**config.mk**
```make
export PLATFORM = sky130hd
export DESIGN_NAME = base64_stream_encoder_unit
export DESIGN_NICKNAME = d
export VERILOG_FILES = /design/src/rtl/b64se_pkg.sv /design/src/rtl/b64se_front.sv /design/src/rtl/b64se_gq.sv /design/src/rtl/b64se_back.sv /design/src/rtl/base64_stream_encoder_unit.sv
export SDC_FILE = /design/constraint.sdc
export NUM_CORES = 1
export LEC_CHECK = 0
export BUFFER_PORTS_ARGS = -buffer_cell sky130_fd_sc_hd__buf_2
export CAP_MARGIN = 20
export CORE_ASPECT_RATIO = 0.8
export CORE_MARGIN = 10
export CORE_UTILIZATION = 40
export DETAILED_ROUTE_END_ITERATION = 10
export PLACE_DENSITY = 0.62
export SLEW_MARGIN = 20
export SYNTH_ARGS = -nofsm -noshare
export SYNTH_HDL_FRONTEND = slang
export SYNTH_HIERARCHICAL = 1
export SYNTH_SLANG_ARGS = --single-unit
export TNS_END_PERCENT = 1
```
**constraint.sdc**
```tcl
create_clock -name clk -period 8 [get_ports clk]
set_input_delay 1.2 -clock clk [delete_from_list [all_inputs] [get_ports clk]]
set_output_delay 1.2 -clock clk [all_outputs]
set_load 0.02 [all_outputs]
```
**src/rtl/b64se_pkg.sv**
```systemverilog
// shared types, constants and symbol lookup for the base64 stream encoder
// no dependencies
`timescale 1ns / 1ps
`default_nettype none

package b64se_pkg;

	// depth of the group queue between front and back
	localparam int GrpQDepth = 2;
	localparam int GrpQPtrW  = (GrpQDepth > 1) ? $clog2(GrpQDepth) : 1;
	localparam int GrpQCntW  = $clog2(GrpQDepth + 1);

	localparam logic [6:0] PadChar = 7'd61;

	// symbol count codes for one emitted group
	localparam logic [2:0] NsymOne   = 3'd2;
	localparam logic [2:0] NsymTwo   = 3'd3;
	localparam logic [2:0] NsymThree = 3'd4;

	typedef struct packed {
		logic [7:0] data_byte;
		logic       last_byte;
	} in_item_t;

	typedef struct packed {
		logic [6:0] out_char;
		logic       last_char;
	} out_item_t;

	// one classified group handed from front to back
	typedef struct packed {
		logic [23:0] bits;
		logic [2:0]  nsym;
		logic        fin;
	} grp_t;

	// standard alphabet: A-Z, a-z, 0-9, '+', '/'
	function automatic logic [6:0] sym_char(input logic [5:0] idx);
		logic [6:0] ch;
		if (idx < 6'd26) begin
			ch = 7'd65 + {1'b0, idx};
		end else if (idx < 6'd52) begin
			ch = 7'd97 + {1'b0, idx} - 7'd26;
		end else if (idx < 6'd62) begin
			ch = 7'd48 + {1'b0, idx} - 7'd52;
		end else if (idx == 6'd62) begin
			ch = 7'd43;
		end else begin
			ch = 7'd47;
		end
		return ch;
	endfunction

endpackage

`default_nettype wire

```
**src/rtl/b64se_front.sv**
```systemverilog
// front end: gathers input bytes and classifies complete or final groups
// depends on b64se_pkg
`timescale 1ns / 1ps
`default_nettype none

module b64se_front (
	input  wire logic               clk,
	input  wire logic               arst_n,
	input  wire logic               push,
	output logic                    full,
	input  wire b64se_pkg::in_item_t item,
	output logic                    q_push,
	output b64se_pkg::grp_t         q_data,
	input  wire logic               q_full
);

	logic [15:0] pend_q;
	logic [1:0]  cnt_q;
	logic        accept;
	logic        emit;

	assign full   = q_full;
	assign accept = push && !q_full;
	// a third byte or a final byte closes a group
	assign emit   = cnt_q[1] || item.last_byte;
	assign q_push = accept && emit;

	always_comb begin
		q_data.fin = item.last_byte;
		priority if (cnt_q[1]) begin
			q_data.bits = {pend_q, item.data_byte};
			q_data.nsym = b64se_pkg::NsymThree;
		end else if (cnt_q[0]) begin
			q_data.bits = {pend_q[15:8], item.data_byte, 8'h00};
			q_data.nsym = b64se_pkg::NsymTwo;
		end else begin
			q_data.bits = {item.data_byte, 16'h0000};
			q_data.nsym = b64se_pkg::NsymOne;
		end
	end

	always_ff @(posedge clk or negedge arst_n) begin
		if (!arst_n) begin
			pend_q <= '0;
			cnt_q  <= '0;
		end else if (accept) begin
			if (emit) begin
				pend_q <= '0;
				cnt_q  <= '0;
			end else begin
				if (cnt_q == 2'd0) begin
					pend_q <= {item.data_byte, 8'h00};
				end else begin
					pend_q <= {pend_q[15:8], item.data_byte};
				end
				cnt_q <= cnt_q + 2'd1;
			end
		end
	end

endmodule

`default_nettype wire

```
**src/rtl/b64se_gq.sv**
```systemverilog
// short queue of classified groups between front and back
// depends on b64se_pkg
`timescale 1ns / 1ps
`default_nettype none

module b64se_gq (
	input  wire logic            clk,
	input  wire logic            arst_n,
	input  wire logic            wr,
	input  wire b64se_pkg::grp_t wr_data,
	output logic                 full,
	input  wire logic            rd,
	output b64se_pkg::grp_t      rd_data,
	output logic                 empty
);

	localparam int Depth = b64se_pkg::GrpQDepth;
	localparam int PtrW  = b64se_pkg::GrpQPtrW;
	localparam int CntW  = b64se_pkg::GrpQCntW;

	b64se_pkg::grp_t mem_q [Depth];
	logic [PtrW-1:0] wr_ptr_q;
	logic [PtrW-1:0] rd_ptr_q;
	logic [CntW-1:0] cnt_q;
	logic            do_wr;
	logic            do_rd;

	assign full    = (cnt_q == CntW'(Depth));
	assign empty   = (cnt_q == '0);
	assign do_wr   = wr && !full;
	assign do_rd   = rd && !empty;
	assign rd_data = mem_q[rd_ptr_q];

	function automatic logic [PtrW-1:0] next_ptr(input logic [PtrW-1:0] p);
		return (p == PtrW'(Depth - 1)) ? '0 : p + PtrW'(1);
	endfunction

	always_ff @(posedge clk) begin
		if (do_wr) begin
			mem_q[wr_ptr_q] <= wr_data;
		end
	end

	always_ff @(posedge clk or negedge arst_n) begin
		if (!arst_n) begin
			wr_ptr_q <= '0;
			rd_ptr_q <= '0;
			cnt_q    <= '0;
		end else begin
			if (do_wr) begin
				wr_ptr_q <= next_ptr(wr_ptr_q);
			end
			if (do_rd) begin
				rd_ptr_q <= next_ptr(rd_ptr_q);
			end
			if (do_wr && !do_rd) begin
				cnt_q <= cnt_q + CntW'(1);
			end else if (do_rd && !do_wr) begin
				cnt_q <= cnt_q - CntW'(1);
			end
		end
	end

endmodule

`default_nettype wire

```
**src/rtl/b64se_back.sv**
```systemverilog
// back end: serializes a group to four chars, one per cycle unless stalled
// depends on b64se_pkg
`timescale 1ns / 1ps
`default_nettype none

module b64se_back (
	input  wire logic              clk,
	input  wire logic              arst_n,
	input  wire logic              q_empty,
	input  wire b64se_pkg::grp_t   q_data,
	output logic                   q_pop,
	output logic                   empty,
	input  wire logic              pop,
	output b64se_pkg::out_item_t   result
);

	b64se_pkg::grp_t      grp_q;
	logic                 busy_q;
	logic [1:0]           idx_q;
	b64se_pkg::out_item_t out_q;
	logic                 out_vld_q;
	logic                 emit;
	logic                 load;
	logic [5:0]           sel;
	logic [6:0]           ch;

	// a character moves out when the output register is free or being drained
	assign emit   = busy_q && (!out_vld_q || pop);
	assign load   = !busy_q || (emit && idx_q == 2'd3);
	assign q_pop  = load && !q_empty;
	assign empty  = !out_vld_q;
	assign result = out_q;

	always_comb begin
		unique case (idx_q)
			2'd0: sel = grp_q.bits[23:18];
			2'd1: sel = grp_q.bits[17:12];
			2'd2: sel = grp_q.bits[11:6];
			2'd3: sel = grp_q.bits[5:0];
			default: sel = '0;
		endcase
		ch = ({1'b0, idx_q} < grp_q.nsym) ? b64se_pkg::sym_char(sel) : b64se_pkg::PadChar;
	end

	always_ff @(posedge clk) begin
		if (emit) begin
			out_q.out_char  <= ch;
			out_q.last_char <= grp_q.fin && (idx_q == 2'd3);
		end
		if (q_pop) begin
			grp_q <= q_data;
		end
	end

	always_ff @(posedge clk or negedge arst_n) begin
		if (!arst_n) begin
			busy_q    <= 1'b0;
			idx_q     <= '0;
			out_vld_q <= 1'b0;
		end else begin
			if (emit) begin
				out_vld_q <= 1'b1;
			end else if (pop) begin
				out_vld_q <= 1'b0;
			end
			if (load) begin
				busy_q <= !q_empty;
				idx_q  <= '0;
			end else if (emit) begin
				idx_q  <= idx_q + 2'd1;
			end
		end
	end

endmodule

`default_nettype wire

```
**src/rtl/base64_stream_encoder_unit.sv**
```systemverilog
// top level of the base64 stream encoder: front, group queue, back
// depends on b64se_pkg, b64se_front, b64se_gq, b64se_back
//
// usage:
//   input channel: raw bytes in item (data_byte, last_byte); a request is
//   taken at a clock edge with push high and full low. last_byte marks the
//   final byte of a message.
//   result channel: characters in result (out_char, last_char); while empty
//   is low the oldest character is shown, and pop with empty low takes it.
//   last_char marks the final character of the encoded message.
// path: a byte that closes a group passes through the group queue and the
//   back's group register before its first character is shown; the other
//   three follow one per cycle while pop drains the output register.
// throughput: one character per cycle out of the serializer while pop
//   keeps draining; bytes that only fill the pending register are taken
//   every cycle while the group queue (two entries) has room.
// reset: arst_n low clears the pending bytes, the queue and the output
//   register; empty goes high and full low.
// stall: when pop stays low the output register holds, the serializer
//   stops, the group queue fills and full rises until room frees up.
`timescale 1ns / 1ps
`default_nettype none

module base64_stream_encoder_unit (
	input  wire logic                 clk,
	input  wire logic                 arst_n,
	input  wire logic                 push,
	output logic                      full,
	input  wire b64se_pkg::in_item_t  item,
	output logic                      empty,
	input  wire logic                 pop,
	output b64se_pkg::out_item_t      result
);

	logic            q_push;
	logic            q_full;
	logic            q_pop;
	logic            q_empty;
	b64se_pkg::grp_t q_wr_data;
	b64se_pkg::grp_t q_rd_data;

	b64se_front u_front (
		.clk    (clk),
		.arst_n (arst_n),
		.push   (push),
		.full   (full),
		.item   (item),
		.q_push (q_push),
		.q_data (q_wr_data),
		.q_full (q_full)
	);

	b64se_gq u_gq (
		.clk     (clk),
		.arst_n  (arst_n),
		.wr      (q_push),
		.wr_data (q_wr_data),
		.full    (q_full),
		.rd      (q_pop),
		.rd_data (q_rd_data),
		.empty   (q_empty)
	);

	b64se_back u_back (
		.clk     (clk),
		.arst_n  (arst_n),
		.q_empty (q_empty),
		.q_data  (q_rd_data),
		.q_pop   (q_pop),
		.empty   (empty),
		.pop     (pop),
		.result  (result)
	);

`ifndef SYNTHESIS
	// front never hands a group to a full queue
	a_no_push_full: assert property (@(posedge clk) disable iff (!arst_n)
		q_push |-> !q_full)
		else $error("group request while queue full");

	// back never takes a group from an empty queue
	a_no_pop_empty: assert property (@(posedge clk) disable iff (!arst_n)
		q_pop |-> !q_empty)
		else $error("group taken from empty queue");

	// a group pushed into an empty queue is visible at the next edge
	a_push_visible: assert property (@(posedge clk) disable iff (!arst_n)
		q_push && q_empty |=> !q_empty)
		else $error("pushed group lost");

	// marked final character is the fourth of a group, so pad or symbol only
	a_last_char_ascii: assert property (@(posedge clk) disable iff (!arst_n)
		!empty && result.last_char |-> result.out_char >= 7'd43)
		else $error("final character out of range");
`endif

endmodule

`default_nettype wire

```
== After elaboration in Yosys (flattened, before gate mapping) ==
Memory sizes are Yosys's and may differ from the RTL's. A register that Yosys moved wholly into a read port is not among the register bits.
Cells that the tools add are included.

* $add $sub $neg: 11
* Shift operators: 0
* Equal/unequal tests: 5
* Divide/modulo/power cells: 0
* Bitwise logic cells: 0
* Reduce and logical (&&, ||, !) cells: 27
* Order comparisons: 4
* Multiply operators: 0
* Mux-type cells: 20

{| class="wikitable"
|+ Operators by type and width
! kind !! number
|-
| $mux 27 || 2
|-
| $mux 16 || 2
|-
| $pmux 6 s4 || 1
|-
| $mux 7 || 3
|-
| $add 7x6->7 const A || 2
|-
| $lt 6x6->1 const B || 2
|-
| $logic_and 1x1->1 || 10
|-
| $mux 2 || 5
|-
| $reduce_bool 2->1 || 4
|-
| $add 6x6->7 const A || 1
|-
| $sub 7x5->7 const B || 1
|-
| $sub 7x6->7 const B || 1
|-
| $add 2x1->2 const B || 3
|-
| $eq 2x2->1 const B || 3
|-
| $eq 6x6->1 const B || 1
|-
| $logic_not 1->1 || 6
|-
| $logic_not 2->1 || 3
|-
| $lt 6x5->1 const B || 1
|-
| $mux 1 || 6
|-
| $logic_or 1x1->1 || 3
|-
| $lt 2x3->1 || 1
|-
| $mux 3 || 1
|-
| $add 1x1->1 const B || 2
|-
| $eq 2x1->1 const B || 1
|-
| other kinds (2) || 2
|}

* Flip-flop bits (word level): 34
* Memory bits (read-only): 0
* Memories: 1
* Bits in writable memories: 56
* Word-level logic and storage cells: 79
* Latch bits: 0

{| class="wikitable"
|+ Memory list
! name !! depth !! bits a word !! read ports !! clocked after memory_dff !! wr ports !! RTL line !! RTL
|-
| u_gq.mem_q || 2 || 28 || 1 || 1 || 1 || b64se_gq.sv:21 || <nowiki>b64se_pkg::grp_t mem_q [Depth];</nowiki>
|}

== Longest topological paths before layout ==
* Depth in word-level cells: 10
* Mapped depth: 11
* Mapped depth without buffers: 10

== Hierarchy ==
Netlist, hierarchy kept.

{| class="wikitable"
|+ By module, submodules not included
! module !! area an instance (sq um) !! times used !! cells an instance
|-
| b64se_gq || 2,264.7 || 1 || 106
|-
| b64se_back || 1,910.6 || 1 || 147
|-
| b64se_front || 1,132.3 || 1 || 125
|}

== Worst setup path after synthesis ==
Ideal clock, no wire load.

* Path type: input port to flip-flop
* Start point: input port pop
* End point: register u_gq.cnt_q[1]
* Library setup time: 0.079 ns
* Cell stages on the path: 8
* Path slack: 4.092 ns
* Arrival: 3.829 ns
* Data required time: 7.921 ns
* Path through: nand2b_1 nand2_1 a21oi_1 o21ai_1 ha_1 xor2_1 nor2_1 xor2_1

* Word-level cells in the longest chain between the ends: 9

{| class="wikitable"
|+ RTL lines
! element !! RTL line !! RTL
|-
| start: declaration || base64_stream_encoder_unit.sv:31 || <nowiki>input wire logic pop,</nowiki>
|-
| $logic_or 1x1->1 * || b64se_back.sv:28 || <nowiki>assign emit = busy_q && (!out_vld_q || pop);</nowiki>
|-
| $logic_and 1x1->1 * || b64se_back.sv:28 ||
|-
| $logic_and 1x1->1 * || b64se_back.sv:29 || <nowiki>assign load = !busy_q || (emit && idx_q == 2'd3);</nowiki>
|-
| $logic_or 1x1->1 * || b64se_back.sv:29 ||
|-
| $logic_and 1x1->1 * || b64se_back.sv:30 || <nowiki>assign q_pop = load && !q_empty;</nowiki>
|-
| named net q_pop || base64_stream_encoder_unit.sv:37 || <nowiki>logic q_pop;</nowiki>
|-
| $logic_and 1x1->1 * || b64se_gq.sv:31 || <nowiki>assign do_rd = rd && !empty;</nowiki>
|-
| $logic_not 1->1 || b64se_gq.sv:56 || <nowiki>if (do_wr && !do_rd) begin</nowiki>
|-
| $logic_and 1x1->1 || b64se_gq.sv:56 ||
|-
| $mux 2 / $reduce_bool 2->1 (equally long branches) || - ||
|-
| end signal: assignment || b64se_gq.sv:57 || <nowiki>cnt_q <= cnt_q + CntW'(1);</nowiki>
|-
| end signal: assignment || b64se_gq.sv:59 || <nowiki>cnt_q <= cnt_q - CntW'(1);</nowiki>
|-
| end: declaration || b64se_gq.sv:24 || <nowiki>logic [CntW-1:0] cnt_q;</nowiki>
|}

The timed path passes the listed nets; every way through them passes the cells marked *.
A chain may end at the register's enable or synchronous reset.

== Final worst setup path ==
* Start point: register u_back.idx_q[0]
* End point: register u_back.out_q, in the netlist u_back/result[2], data pin

* Word-level cells in the longest chain between the ends: 7

{| class="wikitable"
|+ RTL lines
! element !! RTL line !! RTL
|-
| start: declaration || b64se_back.sv:19 || <nowiki>logic [1:0] idx_q;</nowiki>
|-
| start signal: assignment || b64se_back.sv:70 || <nowiki>idx_q <= idx_q + 2'd1;</nowiki>
|-
| $eq 2x2->1 (tied with other cells) || b64se_back.sv:35 || <nowiki>unique case (idx_q)</nowiki>
|-
| $pmux 6 s4 || b64se_back.sv:35 ||
|-
| $add 6x6->7 || b64se_pkg.sv:45 || <nowiki>ch = 7'd48 + {1'b0, idx} - 7'd52;</nowiki>
|-
| $sub 7x6->7 || b64se_pkg.sv:45 ||
|-
| $mux 7 || b64se_pkg.sv:44 || <nowiki>end else if (idx < 6'd62) begin</nowiki>
|-
| $mux 7 || b64se_pkg.sv:42 || <nowiki>end else if (idx < 6'd52) begin</nowiki>
|-
| $mux 7 || b64se_pkg.sv:40 || <nowiki>if (idx < 6'd26) begin</nowiki>
|-
| end: declaration || b64se_back.sv:20 || <nowiki>b64se_pkg::out_item_t out_q;</nowiki>
|}

Several ways; a longest one is shown, not always the timed one.

==> summary.md <==
| Metric | Value |
|---|---|
| Worst path arrival time | `3.14 ns` |
| Clock power share | `0.285` |
| Tot Pwr | `0.00253 W` |
| CTS H-Tree Depth | `4` |
| Period minus WS final | `2.88 ns` |
| Worst Setup End Kind | `flop` |
| Grt total ovfl | `0` |
| Netlist cell types | `54` |
| Yosys warnings | `6` |
| Pleak | `2.32 nW` |
| Post-CTS sizing | `0` |
| Synth Flop Type | `edfxtp_1` |
| RD Place Congestion | `0.788` |
| Initial Utilization | `0.411` |
| Die area | `between 15000 and 20000 µm²` |
| Root buf cell | `clkbuf_16` |
| Synth Register Bits | `between 100 and 150` |
| CP Max Fanout | `10` |
| Net Switching | `0.000822 W` |
| Worst-margin pin slew | `approximately 0.85 ns` |
| First-pass GRT wire length | `approximately 16000 µm` |
| Share of cells above drive strength 1 | `0.255` |
| Sw Ratio | `0.325` |
| Worst setup path startpoint | `u_back/idx_q[0]$_DFFE_PN0P_` |
| Area Growth Syn to Fin | `15.2%` |
| Hold Path Class | `reg2reg` |
| Core region area | `12900 µm²` |
| Finished Layout Cells | `594` |
| Hold buffer count at cts | `0` |
| Inserted Clock Buffers | `17` |
| WS Path Type | `reg2reg` |
| Largest net degree at the start of global routing | `30` |
| Unrepaired setup endpoints after global routing | `no` |
| PD cells | `414 nW/µm²` |
| Crit path launch type | `flop` |
| Hold slack final | `between 0.4 and 0.5 ns` |
| Drt first-iter violations | `~190` |
| Max clock buf depth | `2` |
| Period utilisation layout | `0.360` |
| Worst Hold Launch | `u_front/pend_q[6]$_DFFE_PN0P_` |
| Pint | `approximately 0.0017 W` |
| EDFF count, synth | `92` |
| Synth Area per Inst | `14.0 µm²` |
| Sink Count | `118` |
| Reg clk slew, reported paths | `approximately 0.050 ns` |
| Reg2reg start | `u_back/idx_q[0]$_DFFE_PN0P_` |
| Cells after Synth | `between 300 and 400` |
| Placed cell count | `562` |
| Asr flop ratio synth | `0.220` |
| Synth Net Count | `~400` |
| Hold Path Depth | `2` |
| Via density | `5.05` |
| Fin. max-slew vios | `0` |
| Row count | `37` |
| TNS Setup | `0 ns` |
| Fmax | `0.347 GHz` |
| IO Count | `23` |
| Vias in the first global route | `slightly below 3000` |
| Initial antenna violation count | `0` |
| Via count | `2998` |
| Tot GR Track Use | `0.109` |
| Final ANT Viol Nets | `0` |
| Post-Syn Area | `around 5300 µm²` |
| Number of setup violations in the final report | `0` |
| Die height | `between 100 and 150 µm` |
| Routed len/inst | `16.2 µm` |
| CTS tree | `yes` |
| Sequential share of the synthesized area | `0.643` |
| Commonest non-fill, non-tap cell in the layout | `edfxtp_1` |
| Reg power frac | `0.376` |
| Final Hold Viols | `0` |
| Status | `complete, no violations` |
| # diodes | `0` |
| Nets@finish | `431` |
| Commonest non-fill, non-tap cells in the layout | `edfxtp_1, nand2_1, mux2_2` |
| Buffers on Ports | `22` |
| Post-Route WL | `9620 µm` |
| Combinational power share | `0.339` |
| Setup Fix Bufs, Post-CTS | `0` |
| Drt drc | `0` |
| DR pass1 iterations | `5` |
| Post-DP HPWL | `roughly 6400 µm` |
| Rel. slew slack | `0.432` |
| Worst vdd ir | `between 0.2 and 0.25 mV` |
| Maxcap violations | `0` |
| Worst Skew | `0.00922 ns` |
| Worst endpoint required time | `just over 8 ns` |
| Worst skew pair latency | `0.40 ns` |
| Die X | `149 µm` |
| Reg2Reg Depth | `9` |
-- synth_stat cells (all sizes together) (2+ instances only) --
cell | n | area [µm²]
edfxtp | 92 | 2760
mux2 | 39 | 484
nand2 | 36 | 135
dfrtp | 26 | 651
o21ai | 24 | 120
inv | 19 | 71.3
nor2 | 14 | 57.6
buf | 12 | 100
ha | 12 | 150
a22o | 10 | 87.6
and2 | 10 | 63.8
nor2b | 10 | 62.6
a21oi | 9 | 48.8
a31oi | 9 | 62.6
nor3 | 6 | 41.3
a22oi | 5 | 37.5
clkbuf | 5 | 30.0
xnor2 | 5 | 43.8
a222oi | 4 | 40.0
mux2i | 4 | 43.8
nand2b | 4 | 25.0
a211oi | 3 | 22.5
nand3 | 3 | 15.0
o41ai | 2 | 25.0
or2 | 2 | 15.0
xor2 | 2 | 17.5
-- per-stage QoR --
step | instance area (µm²) | setup slack, ns | util
after floorplan | 5310 | 4.09 | -
after global placement | 5540 | 5.02 | 0.429
after global routing | 6110 | 4.89 | 0.473
final | 6110 | 5.12 | 0.473
after CTS | 6110 | 5.12 | 0.473
after detailed placement | 5540 | 5.00 | 0.429
-- final timing paths --
kind / endpoint / slack [ns]
min in group asynchronous: u_front/pend_q[11]$_DFFE_PN0P_ / 0.82
max in group asynchronous: u_back/idx_q[1]$_DFFE_PN0P_ / 6.77
worst max register to register: u_back/result[2]$_SDFFCE_PP0P_ / 5.12
worst min-delay path: u_front/pend_q[6]$_DFFE_PN0P_ / 0.49
worst min register to register: u_front/pend_q[6]$_DFFE_PN0P_ / 0.49
worst max-delay path: u_back/result[2]$_SDFFCE_PP0P_ / 5.12
-- metal layers --
metal / wire length, µm / part of all wire / vias to the layer above / track usage
li1: - / - / 1453 / -
met1: 5070 / 0.53 / 1463 / 0.159
met2: 3970 / 0.41 / 72 / 0.147
met3: 492 / 0.051 / 10 / 0.0372
met4: 85 / 0.0088 / 0 / 0.0330
met5: 0 / 0 / - / 0
-- critical path, cell delays in order (launching register included) --
cell     delay (ns)
dfrtp_1        0.43
inv_1          0.14
ha_1           0.44
mux2_4         0.38
inv_1          0.19
ha_1           0.34
a31oi_2        0.08
o21a_4         0.25
or3_1          0.36
a21oi_2        0.12
-- logic make-up (layout without fill, tap and decap cells) --
family,count (synthesis),after routing,share of synthesized area
AO/OA/AOI/OAI,73,73,0.0962
adder cells (fa/ha/maj),12,12,0.0283
flip-flops,118,118,0.643
multiplexers,43,43,0.0995
buffers and inverters,36,77,0.0379
AND/OR/NAND/NOR,89,89,0.0835
XOR/XNOR,7,7,0.0116
-- area by class of cell --
class                      count  area, µm²
clock buffer                  22        464
tap                          175        219
sequential                   118       3410
inverter                      19       71.3
fill                        1141       6800
multi-input combinational    224       1700
clock inverter                10        106
timing repair buffer          26        140
-- flip-flops by register name (all words and copies together), names as in the netlist --
name / cells
u_gq/mem_q: 56
u_gq/wr_ptr_q: 1
u_gq/rd_ptr_q: 1
u_back/result: 8
u_back/idx_q: 2
u_front/cnt_q: 2
u_back/grp_q: 28
u_back/busy_q: 1
u_back/out_vld_q: 1
u_gq/cnt_q: 2
u_front/pend_q: 16
-- power by group through the flow --
stage | clock network [W] | registers [W] | logic [W]
after global placement | 0 | 0.000958 | 0.000838
after CTS | 0.000739 | 0.000952 | 0.000861
after global routing | 0.000767 | 0.000969 | 0.000948
final | 0.000721 | 0.000952 | 0.000857
after detailed placement | 0 | 0.000963 | 0.000855
after floorplan | 0 | 0.000961 | 0.000681
Power figures use the tool's default switching activity.
